$ cat config.mk
export PLATFORM = sky130hd
export DESIGN_NAME = rpn_stack_evaluator
export DESIGN_NICKNAME = d
export VERILOG_FILES = /design/src/hw/rtl/rse_pkg.sv /design/src/hw/rtl/rse_divider.sv /design/src/hw/rtl/rse_datapath.sv /design/src/hw/rtl/rse_ctrl.sv /design/src/hw/rtl/rpn_stack_evaluator.sv
export VERILOG_INCLUDE_DIRS = /design/src /design/src/hw/rtl
export SDC_FILE = /design/constraint.sdc
export NUM_CORES = 2
export LEC_CHECK = 0
export ABC_AREA = 0
export CORE_MARGIN = 4
export CORE_UTILIZATION = 61
export DETAILED_ROUTE_END_ITERATION = 16
export DONT_BUFFER_PORTS = 1
export PLACE_DENSITY = 0.77
export SYNTH_ARGS = -nofsm -noshare
export SYNTH_HDL_FRONTEND = slang
export SYNTH_HIERARCHICAL = 1
export SYNTH_SLANG_ARGS = --single-unit
$ cat constraint.sdc
create_clock -name clk -period 11.6 [get_ports clk]
set_input_delay 1.74 -clock clk [delete_from_list [all_inputs] [get_ports clk]]
set_output_delay 1.74 -clock clk [all_outputs]
set_load 0.03 [all_outputs]
$ cat src/hw/rtl/rpn_stack_evaluator_defines.svh
// ---------------------------------------------------------------------------
// RPN stack evaluator assertion macros
// Shared concurrent assertion forms for the evaluator RTL.
// ---------------------------------------------------------------------------
`ifndef RPN_STACK_EVALUATOR_DEFINES_SVH
`define RPN_STACK_EVALUATOR_DEFINES_SVH

// Same-cycle implication, disabled while reset is asserted.
`define RSE_ASSERT_IMP(lbl, clk_i, rstn_i, ante, cons, msg) \
    lbl: assert property (@(posedge clk_i) disable iff (!rstn_i) (ante) |-> (cons)) \
        else $error(msg);

// Next-cycle implication, disabled while reset is asserted.
`define RSE_ASSERT_NXT(lbl, clk_i, rstn_i, ante, cons, msg) \
    lbl: assert property (@(posedge clk_i) disable iff (!rstn_i) (ante) |=> (cons)) \
        else $error(msg);

`endif

$ cat src/hw/rtl/rse_pkg.sv
// ---------------------------------------------------------------------------
// RPN stack evaluator package
// Sizes, token and status codes, FSM states and the control/status bundles.
// ---------------------------------------------------------------------------
package rse_pkg;

    localparam int STACK_DEPTH = 16;
    localparam int DATA_W      = 32;
    localparam int IDX_W       = (STACK_DEPTH > 1) ? $clog2(STACK_DEPTH) : 1;
    localparam int CNT_W       = $clog2(STACK_DEPTH + 1);
    localparam int DIV_CNT_W   = $clog2(DATA_W + 1);

    typedef enum logic [1:0] {
        KIND_PUSH = 2'd0,
        KIND_OPER = 2'd1,
        KIND_END  = 2'd2
    } kind_t;

    typedef enum logic [1:0] {
        OP_ADD = 2'd0,
        OP_SUB = 2'd1,
        OP_MUL = 2'd2,
        OP_DIV = 2'd3
    } oper_t;

    typedef enum logic [1:0] {
        ST_OK        = 2'd0,
        ST_UNDERFLOW = 2'd1,
        ST_OVERFLOW  = 2'd2,
        ST_DIV_ZERO  = 2'd3
    } status_t;

    typedef enum logic [2:0] {
        S_IDLE,
        S_EXEC,
        S_DIV_RUN,
        S_WRITEBACK,
        S_EMIT
    } state_t;

    // Controller to datapath
    typedef struct packed {
        logic    push;
        logic    set_err;
        status_t err_code;
        logic    res_load;
        oper_t   op;
        logic    div_start;
        logic    writeback;
        logic    end_take;
        logic    emit;
    } cmd_t;

    // Datapath to controller
    typedef struct packed {
        logic err_pending;
        logic lt_two;
        logic full;
        logic tos_zero;
        logic out_free;
        logic div_done;
    } stat_t;

endpackage

$ cat src/hw/rtl/rse_divider.sv
// ---------------------------------------------------------------------------
// RPN stack evaluator divider
// Signed restoring divider, one quotient bit per cycle, truncating to zero.
// ---------------------------------------------------------------------------
module rse_divider (
    input  logic                              clk,
    input  logic                              rst_n,
    input  logic                              start,
    input  logic signed [rse_pkg::DATA_W-1:0] dividend,
    input  logic signed [rse_pkg::DATA_W-1:0] divisor,
    output logic                              done,
    output logic signed [rse_pkg::DATA_W-1:0] quotient
);

    localparam int W = rse_pkg::DATA_W;

    logic                            busy_reg, busy_next;
    logic                            done_reg, done_next;
    logic [rse_pkg::DIV_CNT_W-1:0]   cnt_reg, cnt_next;
    logic [W-1:0]                    rem_reg;
    logic [W-1:0]                    quo_reg;
    logic [W-1:0]                    dsr_reg;
    logic                            neg_reg;
    logic [W:0]                      trial;
    logic [W-1:0]                    dvd_mag;
    logic [W-1:0]                    dsr_mag;

    assign dvd_mag = dividend[W-1] ? (W'(0) - dividend) : dividend;
    assign dsr_mag = divisor[W-1]  ? (W'(0) - divisor)  : divisor;
    assign trial   = {rem_reg, quo_reg[W-1]} - {1'b0, dsr_reg};

    always_comb
    begin
        busy_next = busy_reg;
        done_next = 1'b0;
        cnt_next  = cnt_reg;
        if (start)
        begin
            busy_next = 1'b1;
            cnt_next  = rse_pkg::DIV_CNT_W'(W);
        end
        else if (busy_reg)
        begin
            cnt_next = cnt_reg - rse_pkg::DIV_CNT_W'(1);
            if (cnt_reg == rse_pkg::DIV_CNT_W'(1))
            begin
                busy_next = 1'b0;
                done_next = 1'b1;
            end
        end
    end

    always_ff @(posedge clk or negedge rst_n)
    begin
        if (!rst_n)
        begin
            busy_reg <= 1'b0;
            done_reg <= 1'b0;
            cnt_reg  <= '0;
        end
        else
        begin
            busy_reg <= busy_next;
            done_reg <= done_next;
            cnt_reg  <= cnt_next;
        end
    end

    // Shift in one dividend bit, subtract where it fits
    always_ff @(posedge clk)
    begin
        if (start)
        begin
            rem_reg <= '0;
            quo_reg <= dvd_mag;
            dsr_reg <= dsr_mag;
            neg_reg <= dividend[W-1] ^ divisor[W-1];
        end
        else if (busy_reg)
        begin
            if (!trial[W])
            begin
                rem_reg <= trial[W-1:0];
                quo_reg <= {quo_reg[W-2:0], 1'b1};
            end
            else
            begin
                rem_reg <= {rem_reg[W-2:0], quo_reg[W-1]};
                quo_reg <= {quo_reg[W-2:0], 1'b0};
            end
        end
    end

    assign done     = done_reg;
    assign quotient = neg_reg ? (W'(0) - quo_reg) : quo_reg;

endmodule

$ cat src/hw/rtl/rse_datapath.sv
// ---------------------------------------------------------------------------
// RPN stack evaluator datapath
// Operand stack memory, top-of-stack cache, ALU, divider and result register.
// ---------------------------------------------------------------------------
`include "rpn_stack_evaluator_defines.svh"

module rse_datapath (
    input  logic                              clk,
    input  logic                              rst_n,
    input  rse_pkg::cmd_t                     cmd,
    output rse_pkg::stat_t                    stat,
    input  logic signed [rse_pkg::DATA_W-1:0] number,
    output logic                              out_valid,
    input  logic                              out_ready,
    output logic signed [rse_pkg::DATA_W-1:0] out_value,
    output rse_pkg::status_t                  out_status
);

    localparam int W     = rse_pkg::DATA_W;
    localparam int CNT_W = rse_pkg::CNT_W;
    localparam int IDX_W = rse_pkg::IDX_W;
    localparam logic [CNT_W-1:0] DEPTH_CNT = CNT_W'(rse_pkg::STACK_DEPTH);

    logic [W-1:0]       stack_mem [rse_pkg::STACK_DEPTH];
    logic [W-1:0]       rd_data_reg;
    logic [W-1:0]       tos_reg;
    logic [W-1:0]       res_reg;
    logic [W-1:0]       pend_value_reg;
    rse_pkg::status_t   pend_status_reg;
    logic [W-1:0]       out_value_reg;
    rse_pkg::status_t   out_status_reg;
    logic               out_valid_reg, out_valid_next;
    logic [CNT_W-1:0]   count_reg, count_next;
    rse_pkg::status_t   err_reg, err_next;

    logic [CNT_W-1:0]   count_m2;
    logic [IDX_W-1:0]   rd_addr;
    logic               wr_en;
    logic [IDX_W-1:0]   wr_addr;
    logic [W-1:0]       wr_data;
    logic [W-1:0]       alu_res;
    logic               div_done;
    logic [W-1:0]       div_quot;
    rse_pkg::status_t   end_status;

    assign count_m2 = count_reg - CNT_W'(2);
    assign rd_addr  = count_m2[IDX_W-1:0];

    // Second operand sits in the top-of-stack cache, first one comes from memory
    rse_divider u_divider (
        .clk      (clk),
        .rst_n    (rst_n),
        .start    (cmd.div_start),
        .dividend (rd_data_reg),
        .divisor  (tos_reg),
        .done     (div_done),
        .quotient (div_quot)
    );

    always_comb
    begin
        unique case (cmd.op)
            rse_pkg::OP_ADD: alu_res = rd_data_reg + tos_reg;
            rse_pkg::OP_SUB: alu_res = rd_data_reg - tos_reg;
            rse_pkg::OP_MUL: alu_res = rd_data_reg * tos_reg;
            rse_pkg::OP_DIV: alu_res = div_quot;
            default:         alu_res = rd_data_reg;
        endcase
    end

    always_comb
    begin
        wr_en   = cmd.push | cmd.writeback;
        wr_addr = cmd.push ? count_reg[IDX_W-1:0] : count_m2[IDX_W-1:0];
        wr_data = cmd.push ? number : res_reg;
    end

    always_comb
    begin
        if (err_reg != rse_pkg::ST_OK)
            end_status = err_reg;
        else if (count_reg == '0)
            end_status = rse_pkg::ST_UNDERFLOW;
        else
            end_status = rse_pkg::ST_OK;
    end

    always_comb
    begin
        count_next = count_reg;
        err_next   = err_reg;
        if (cmd.end_take)
        begin
            count_next = '0;
            err_next   = rse_pkg::ST_OK;
        end
        else if (cmd.set_err)
            err_next = cmd.err_code;
        else if (cmd.push)
            count_next = count_reg + CNT_W'(1);
        else if (cmd.writeback)
            count_next = count_reg - CNT_W'(1);

        out_valid_next = out_valid_reg;
        if (cmd.emit)
            out_valid_next = 1'b1;
        else if (out_ready)
            out_valid_next = 1'b0;
    end

    always_ff @(posedge clk or negedge rst_n)
    begin
        if (!rst_n)
        begin
            count_reg     <= '0;
            err_reg       <= rse_pkg::ST_OK;
            out_valid_reg <= 1'b0;
        end
        else
        begin
            count_reg     <= count_next;
            err_reg       <= err_next;
            out_valid_reg <= out_valid_next;
        end
    end

    always_ff @(posedge clk)
    begin
        if (wr_en)
            stack_mem[wr_addr] <= wr_data;
        rd_data_reg <= stack_mem[rd_addr];
    end

    always_ff @(posedge clk)
    begin
        if (cmd.push)
            tos_reg <= number;
        else if (cmd.writeback)
            tos_reg <= res_reg;

        if (cmd.res_load)
            res_reg <= alu_res;

        if (cmd.end_take)
        begin
            pend_status_reg <= end_status;
            pend_value_reg  <= (end_status == rse_pkg::ST_OK) ? tos_reg : '0;
        end

        if (cmd.emit)
        begin
            out_value_reg  <= pend_value_reg;
            out_status_reg <= pend_status_reg;
        end
    end

    assign stat.err_pending = (err_reg != rse_pkg::ST_OK);
    assign stat.lt_two      = (count_reg < CNT_W'(2));
    assign stat.full        = (count_reg >= DEPTH_CNT);
    assign stat.tos_zero    = (tos_reg == '0);
    assign stat.out_free    = !out_valid_reg || out_ready;
    assign stat.div_done    = div_done;

    assign out_valid  = out_valid_reg;
    assign out_value  = out_value_reg;
    assign out_status = out_status_reg;

    `RSE_ASSERT_IMP(a_push_not_full, clk, rst_n, cmd.push, count_reg < DEPTH_CNT, "push on full stack")
    `RSE_ASSERT_NXT(a_end_clears, clk, rst_n, cmd.end_take, count_reg == '0 && err_reg == rse_pkg::ST_OK, "end did not clear stack")
    `RSE_ASSERT_NXT(a_wb_pops, clk, rst_n, cmd.writeback, count_reg == $past(count_reg) - CNT_W'(1), "writeback count slip")

endmodule

$ cat src/hw/rtl/rse_ctrl.sv
// ---------------------------------------------------------------------------
// RPN stack evaluator controller
// Token decode and sequencing of operator execution and result hand-off.
// ---------------------------------------------------------------------------
module rse_ctrl (
    input  logic              clk,
    input  logic              rst_n,
    input  logic              in_valid,
    output logic              in_ready,
    input  rse_pkg::kind_t    kind,
    input  rse_pkg::oper_t    operation,
    output rse_pkg::cmd_t     cmd,
    input  rse_pkg::stat_t    stat
);

    rse_pkg::state_t state_reg, state_next;
    rse_pkg::oper_t  op_reg, op_next;
    logic            take;
    logic            oper_ok;

    assign take    = (state_reg == rse_pkg::S_IDLE) && in_valid;
    assign oper_ok = !stat.err_pending && !stat.lt_two &&
                     !(operation == rse_pkg::OP_DIV && stat.tos_zero);

    // Next state
    always_comb
    begin
        state_next = state_reg;
        op_next    = op_reg;
        unique case (state_reg)
            rse_pkg::S_IDLE:
            begin
                if (in_valid)
                begin
                    if (kind == rse_pkg::KIND_OPER && oper_ok)
                    begin
                        state_next = rse_pkg::S_EXEC;
                        op_next    = operation;
                    end
                    else if (kind == rse_pkg::KIND_END)
                        state_next = rse_pkg::S_EMIT;
                end
            end
            rse_pkg::S_EXEC:
                state_next = (op_reg == rse_pkg::OP_DIV) ? rse_pkg::S_DIV_RUN
                                                        : rse_pkg::S_WRITEBACK;
            rse_pkg::S_DIV_RUN:
                if (stat.div_done)
                    state_next = rse_pkg::S_WRITEBACK;
            rse_pkg::S_WRITEBACK:
                state_next = rse_pkg::S_IDLE;
            rse_pkg::S_EMIT:
                if (stat.out_free)
                    state_next = rse_pkg::S_IDLE;
            default:
                state_next = rse_pkg::S_IDLE;
        endcase
    end

    // Outputs
    always_comb
    begin
        cmd          = '0;
        cmd.op       = op_reg;
        cmd.err_code = rse_pkg::ST_OK;
        in_ready     = (state_reg == rse_pkg::S_IDLE);
        unique case (state_reg)
            rse_pkg::S_IDLE:
            begin
                if (take)
                begin
                    unique case (kind)
                        rse_pkg::KIND_PUSH:
                        begin
                            if (!stat.err_pending)
                            begin
                                if (stat.full)
                                begin
                                    cmd.set_err  = 1'b1;
                                    cmd.err_code = rse_pkg::ST_OVERFLOW;
                                end
                                else
                                    cmd.push = 1'b1;
                            end
                        end
                        rse_pkg::KIND_OPER:
                        begin
                            if (!stat.err_pending)
                            begin
                                if (stat.lt_two)
                                begin
                                    cmd.set_err  = 1'b1;
                                    cmd.err_code = rse_pkg::ST_UNDERFLOW;
                                end
                                else if (operation == rse_pkg::OP_DIV && stat.tos_zero)
                                begin
                                    cmd.set_err  = 1'b1;
                                    cmd.err_code = rse_pkg::ST_DIV_ZERO;
                                end
                            end
                        end
                        rse_pkg::KIND_END:
                            cmd.end_take = 1'b1;
                        default:
                            cmd.end_take = 1'b0;
                    endcase
                end
            end
            rse_pkg::S_EXEC:
            begin
                if (op_reg == rse_pkg::OP_DIV)
                    cmd.div_start = 1'b1;
                else
                    cmd.res_load = 1'b1;
            end
            rse_pkg::S_DIV_RUN:
                cmd.res_load = stat.div_done;
            rse_pkg::S_WRITEBACK:
                cmd.writeback = 1'b1;
            rse_pkg::S_EMIT:
                cmd.emit = stat.out_free;
            default:
                cmd.emit = 1'b0;
        endcase
    end

    always_ff @(posedge clk or negedge rst_n)
    begin
        if (!rst_n)
        begin
            state_reg <= rse_pkg::S_IDLE;
            op_reg    <= rse_pkg::OP_ADD;
        end
        else
        begin
            state_reg <= state_next;
            op_reg    <= op_next;
        end
    end

endmodule

$ cat src/hw/rtl/rpn_stack_evaluator.sv
// ---------------------------------------------------------------------------
// RPN stack evaluator
// Reverse Polish integer evaluator over a bounded 32-bit operand stack.
// ---------------------------------------------------------------------------
//
// Channel   Dir  Payload                                  Transfer
// s_*       in   tdata: number; tuser: kind, operation    s_tvalid & s_tready
// m_*       out  tdata: value;  tuser: status             m_tvalid & m_tready
//
// Steps: push, ignored and error tokens finish in idle; add, subtract,
//   multiply: execute, writeback; divide: execute, the one-bit-per-cycle
//   divider run, writeback; end: emit, held until the output register frees.
// Reset: asynchronous, active low; the stack empties, no error pending.
// Stalls: an end token waits in the controller until the output register
//   frees; one result may wait on the master side while tokens flow on.
// ---------------------------------------------------------------------------
module rpn_stack_evaluator (
    input  logic        clk,
    input  logic        rst_n,
    input  logic        s_tvalid,
    output logic        s_tready,
    input  logic [31:0] s_tdata,   // [31:0] number
    input  logic [3:0]  s_tuser,   // [1:0] kind, [3:2] operation
    output logic        m_tvalid,
    input  logic        m_tready,
    output logic [31:0] m_tdata,   // [31:0] value
    output logic [1:0]  m_tuser    // [1:0] status
);

    rse_pkg::cmd_t    cmd;
    rse_pkg::stat_t   stat;
    rse_pkg::kind_t   kind;
    rse_pkg::oper_t   operation;
    rse_pkg::status_t status;
    logic signed [rse_pkg::DATA_W-1:0] number;
    logic signed [rse_pkg::DATA_W-1:0] value;

    // Unpack the token fields
    assign kind      = rse_pkg::kind_t'(s_tuser[1:0]);
    assign operation = rse_pkg::oper_t'(s_tuser[3:2]);
    assign number    = s_tdata;

    // Sequence tokens: decode, operator steps, result hand-off
    rse_ctrl u_ctrl (
        .clk       (clk),
        .rst_n     (rst_n),
        .in_valid  (s_tvalid),
        .in_ready  (s_tready),
        .kind      (kind),
        .operation (operation),
        .cmd       (cmd),
        .stat      (stat)
    );

    // Hold the stack, compute and register the result
    rse_datapath u_datapath (
        .clk        (clk),
        .rst_n      (rst_n),
        .cmd        (cmd),
        .stat       (stat),
        .number     (number),
        .out_valid  (m_tvalid),
        .out_ready  (m_tready),
        .out_value  (value),
        .out_status (status)
    );

    assign m_tdata = value;
    assign m_tuser = status;

endmodule
# Yosys cells after proc, flatten, opt, wreduce, memory -nomap -nowiden
# Memory sizes are Yosys's and may differ from the RTL's. A register that Yosys moved wholly into a read port is not among the register bits.
# Cells that the tools add are included.
[op_classes] mul=1 muxes=58 n_reduce_logical=25 magnitude_cmp=2 bitwise=2 shifts=0 n_eq_ne=16 add_sub_neg=10 div_mod_pow=0
[ops] cell="2-to-1 mux 32 bit" n=8
[ops] cell="one-hot mux 32 bit (4 select lines)" n=1
[ops] cell="subtractor 1 x 32 -> 32 bit, first input constant" n=3
[ops] cell="subtractor 33 x 32 -> 33 bit" n=1
[ops] cell="adder 32 bit" n=1
[ops] cell="logical NOT 32 bit" n=1
[ops] cell="multiplier 32 x 32 -> 32 bit" n=1
[ops] cell="subtractor 32 bit" n=1
[ops] cell="2-to-1 mux 31 bit" n=1
[ops] cell="2-to-1 mux 3 bit" n=9
[ops] cell="2-to-1 mux 1 bit" n=23
[ops] cell="2-to-1 mux 5 bit" n=4
[ops] cell="2-to-1 mux 4 bit" n=4
[ops] cell="2-to-1 mux 6 bit" n=2
[ops] cell="one-hot mux 3 bit (4 select lines)" n=1
[ops] cell="nonzero test 2 bit" n=5
[ops] cell="== test 2 bit, second input constant" n=4
[ops] cell="== test 3 x 2 -> 1 bit, second input constant" n=2
[ops] cell="== test 6 x 1 -> 1 bit, second input constant" n=1
[ops] cell="logical NOT 2 bit" n=3
[ops] cell="2-to-1 mux 2 bit" n=3
[ops] cell="one-hot mux 3 bit (2 select lines)" n=1
[ops] cell="subtractor 6 x 1 -> 6 bit, second input constant" n=1
[ops] cell="adder 5 x 1 -> 5 bit, second input constant" n=1
[ops] cell="22 further kinds" n=32
[word_totals] mem_count=1 register_bits=250 word_cells=134 romBits=0 ramBits=512 latch_bits=0 input_bits=40
[memory_table] name="u_datapath.stack_mem" words=16 word_bits=32 rd=1 rd_clocked_by_memory_dff=1 wr=1 line="rse_datapath.sv:24" source="logic [W-1:0] stack_mem [rse_pkg::STACK_DEPTH];"

# Logic depth before layout (Yosys ltp)
[logic_depth] depth_word=11 ltp_mapped=28 ltp_nobuf=26

# Cells and area by module
# The synthesis kept the hierarchy.
[by_module_without_submodules] mod="rse_datapath" instances=1 cells_each=3219 seq_area_each_um2=20179.4 area_per_inst_um2=43591.8
[by_module_without_submodules] mod="rse_divider" instances=1 cells_each=914 seq_area_each_um2=2792.7 area_per_inst_um2=7935.1
[by_module_without_submodules] mod="rse_ctrl" instances=1 cells_each=47 seq_area_each_um2=125.1 area_per_inst_um2=402.9

# Least setup slack after synthesis
# Ideal clock, no wire load.
[synth_timing] path_kind="reg-to-reg" from="reg u_datapath.tos_reg[7]" to="reg u_datapath.res_reg[31], data pin" path_stages_with_launch=25 arrival_ps=6735 synth_period_minus_slack_ps=6997 setup_ps=262 path_buffers=2 path_slack_ps=4603 path_cell_list="edfxtp_1 -> clkbuf_1 -> clkbuf_1 -> and2_1 -> fa_1 -> fa_1 -> fa_1 -> inv_1 -> fa_1 -> inv_1 -> fa_1 -> fa_1 -> fa_1 -> fa_1 -> ha_1 -> a21o_1 -> a21o_1 -> a21oi_1 -> nor2_1 -> a211oi_1 -> a2bb2oi_1 -> o211ai_1 -> xnor2_1 -> o211ai_1 -> o21ai_2"
[synth_between] elab_chain_cells=2 word_cells_on_any_way=4 cone_classes="add/sub: 2; mul: 1; mux: 1"
[synth_rtl] element="start, declared" line="rse_datapath.sv:26" source="logic [W-1:0] tos_reg;"
[synth_rtl] element="start signal, assigned" line="rse_datapath.sv:137" source="tos_reg <= number;"
[synth_rtl] element="start signal, assigned" line="rse_datapath.sv:139" source="tos_reg <= res_reg;"
[synth_rtl] element="multiplier 32 x 32 -> 32 bit, or another cell as far along" line="rse_datapath.sv:65" source="rse_pkg::OP_MUL: alu_res = rd_data_reg * tos_reg;"
[synth_rtl] element="one-hot mux 32 bit (4 select lines) *" line="rse_datapath.sv:62" source="unique case (cmd.op)"
[synth_rtl] element="named net u_datapath.alu_res[31]" line="rse_datapath.sv:41" source="logic [W-1:0] alu_res;"
[synth_rtl] element="end signal, assigned" line="rse_datapath.sv:142" source="res_reg <= alu_res;"
[synth_rtl] element="end, declared" line="rse_datapath.sv:27" source="logic [W-1:0] res_reg;"
# Mark *: on every way through the listed nets, which the timed path passes. The rest lies on a longest branch.
# A chain may end at the register's enable or synchronous reset.

# Worst setup path after layout
[layout_timing] from="reg u_datapath.tos_reg[2]" to="reg u_datapath.res_reg[27], data pin"
# Same word-level chain as after synthesis.

==> metrics.md <==
| Metric | Value |
|---|---|
| Main synth FF type | edfxtp_1 |
| Via density | around 6.4 |
| Reg clk slew, reported paths | about 0.070 ns |
| Yosys warning count | 6 |
| Post-CTS setup repair buffer count | 0 |
| Crit path max-delay family | adder cells |
| FF+latch count, synth | 794 |
| Leading area contributor after synthesis | edfxtp_1 |
| CTS tree | done |
| Resized cells post-CTS | 0 |
| GP Congestion | approximately 0.97 |
| WHS Endpoint | u_datapath/out_value[18] |
| Crit. End Element | register |
| CP arrival | around 8.5 ns |
| Hold Path Class | reg2reg |
| Die ar. | ~90,000 µm² |
| Pre-CTS setup slack | 3.817 ns |
| Row cnt | approximately 110 |
| Initial Util | between 60% and 70% |
| Total global routing overflow | 0 |
| FF/Latch Area | ~23,000 µm² |
| Tcrit/Tclk final | 69.30% |
| Dpl hpwl | 90,810 µm |
| Layout cell share with drive strength beyond 1 | 10.88% |
| Critical path buffers and inverters | 5 |
| Ys async rst share | under 10% |
| Worst Reg-to-Reg Cells | 25 |
| CP required | about 12 ns |
| GR Util All Layers | 32.17% |
| Worst Setup Slack, final | around 3.6 ns |
| Top-area cell type share of the netlist area | between 40% and 50% |
| First-pass GRT wire length | 215,700 µm |
| Fill cells | 5,869 |
| CTS Buf Count | 80 |
| Hold Path Cell Cnt | 0 |
| Post-synth cell types | 87 |
| Most frequent CP cell | fa_1 |
| Via count | ~34,000 |
| Initial antenna violation count | 18 |
| Hold Path Origin | u_datapath/pend_value_reg[18] |
| RSZ-0062 raised after global routing | no |
| Reg2reg start | u_datapath/tos_reg[2] |
| TritonRoute pass-1 iters | 7 |
| Tmin final | between 8 and 9 ns |
| Core footprint | roughly 84,000 µm² |
| # IOs | 76 |
| Area contributors post-synth | edfxtp_1, fa_1, mux4_2 |
| Die Wd | about 300 µm |
| Root buf cell | clkbuf_16 |
| Fin nets | between 4,000 and 5,000 |
| # hold bufs at CTS | 0 |
| H-tree depth | 3 |
| Top reg by flops | u_datapath/stack_mem |
| Multi-input gate area | 26,400 µm² |
| Inst Count DP | 5,187 |
| Post-route ant nets | 0 |
| Maximum number of pins on one net before global-route repair | 68 |
| Clock Tree Buf Depth | 3 |
| Layout area overhead | 7.867% |
| Relative slew slack | between 20 and 25% |
| Setup tns final | 0 ns |
| Max Slew Vio Count | 0 |
| Commonest non-fill, non-tap cell in the layout | edfxtp_1 |
| CP Max Fanout | 22 |
| FF-to-FF End | u_datapath/res_reg[27] |
| R2R setup slack | about 3.6 ns |
| Mapped Area | around 52,000 µm² |
| DRT iter0 DRCs | between 3,000 and 4,000 |
| Crit path launch type | register |
| Crit Path Category | reg2reg |
| PortBufs | 0 |
| FMAX | about 0.12 GHz |
| Number of clock sinks | about 790 |
| Syn nets | 4,833 |
| Gate Count Post-Synth | around 4,200 |
| Synth Area per Inst | ~12 µm² |
| WL final | around 140,000 µm |
| EDFF count, synth | ~710 |
| Worst slew pin tran | 1.135 ns |
| Status | finished clean |
| Vias in the first global route | around 35,000 |
| Clock skew | between 0.03 and 0.04 ns |
| Slowest cell on crit path | edfxtp_1 |
| Most frequent cells in the layout | edfxtp_1, inv_1, fa_1, nand2_1, and2_1 |
| Max incr delay on CP | 1.04 ns |
| Max reg flops | 512 |
| Worst-skew pair later-pin latency | approximately 0.67 ns |
| Wire length per cell | approximately 27 µm |
| Final hold violation count | 0 |
| Die Y-Extent | 299.8 µm |
| Final setup vio count | 0 |
| # DRC | 0 |
| Max Cap Viol | 0 |
| Post-synthesis sequential area ratio | 44.48% |
| Layout Cells excl Fill | 5,347 |
## cells in the mapped netlist (6+ instances only)
master      n
and2_1    336
inv_1     474
dfxtp_1    64
xnor2_1   181
clkbuf_1  189
o311ai_0    6
nor2b_1    18
a31oi_1     8
o21a_1     22
buf_2       8
edfxtp_1  709
mux4_2    160
nor4_1      9
ha_1      202
a21o_1     41
fa_1      411
nand2b_1   32
o21ai_1     7
o22ai_1     8
mux2_2     33
or4_1      15
and3_1     15
nand3_1    34
a211oi_1   30
a21oi_1   136
or2_2       9
nand4_1    13
o31ai_1    40
o21ai_0   102
o21bai_1   13
o211ai_1   10
mux2i_1    34
nand2_1   364
nor3_1     37
or3_1      12
nor2_1    171
o41ai_1    16
xor2_1     78
buf_1      14
dfrtp_1    21
## layer usage
| layer | track usage, % | part of all wire, % | up-vias | routed length [µm] |
|---|---|---|---|---|
| met5 | 0 | 0.041 | - | 58 |
| met4 | 12.90 | 4.6 | 8 | 6504 |
| met3 | 8.145 | 11 | 442 | 16250 |
| met2 | 51.16 | 47 | 2106 | 67160 |
| met1 | 43.07 | 37 | 17214 | 52690 |
| li1 | - | - | 14325 | - |
## kinds of logic after synthesis
| kind of cell | synth area share [%] |
|---|---|
| and+or+nand+nor | 10.74 |
| DFF | 44.48 |
| buffers and inverters | 5.021 |
| adders and majority gates | 20.71 |
| AOI/OAI and AO/OA | 6.337 |
| xor gates and xnor gates | 4.400 |
| muxes | 8.310 |
## worst max-delay path by stage
stage	startpoint	to	slack [ns]	depth (start not counted)
finish	u_datapath/tos_reg[2]	u_datapath/res_reg[27]	3.56	25
CTS	u_datapath/tos_reg[2]	u_datapath/res_reg[27]	3.76	25
detailed placement	u_datapath/tos_reg[2]	u_datapath/res_reg[27]	3.82	25
global placement	u_datapath/tos_reg[2]	u_datapath/res_reg[31]	3.89	25
floorplan	u_datapath/tos_reg[7]	u_datapath/res_reg[31]	4.60	24
global route	u_datapath/tos_reg[2]	u_datapath/res_reg[27]	3.22	25
## per-stage QoR
step                utilization [%]  hold WS [ns]  cell area (µm²)
floorplan                         -        0.4003            51930
global placement              63.55        0.4005            53350
detailed placement            63.55        0.4045            53350
CTS                           66.69        0.4034            55980
global route                  66.70        0.4213            56000
finish                        66.72        0.4059            56020
## area by class of cell
| class | count | area share [%] |
|---|---|---|
| tap | 1134 | 2.533 |
| sequential | 794 | 41.25 |
| timing repair buffer | 87 | 1.166 |
| clock inverter | 38 | 0.7394 |
| clock buffer | 110 | 3.958 |
| multi-input combinational | 2698 | 47.12 |
| inverter | 474 | 3.176 |
| antenna | 12 | 0.05361 |
Power is left out: the tool's default activity adds up to more than one toggle a clock period on the data nets, which glitch-free logic cannot reach.
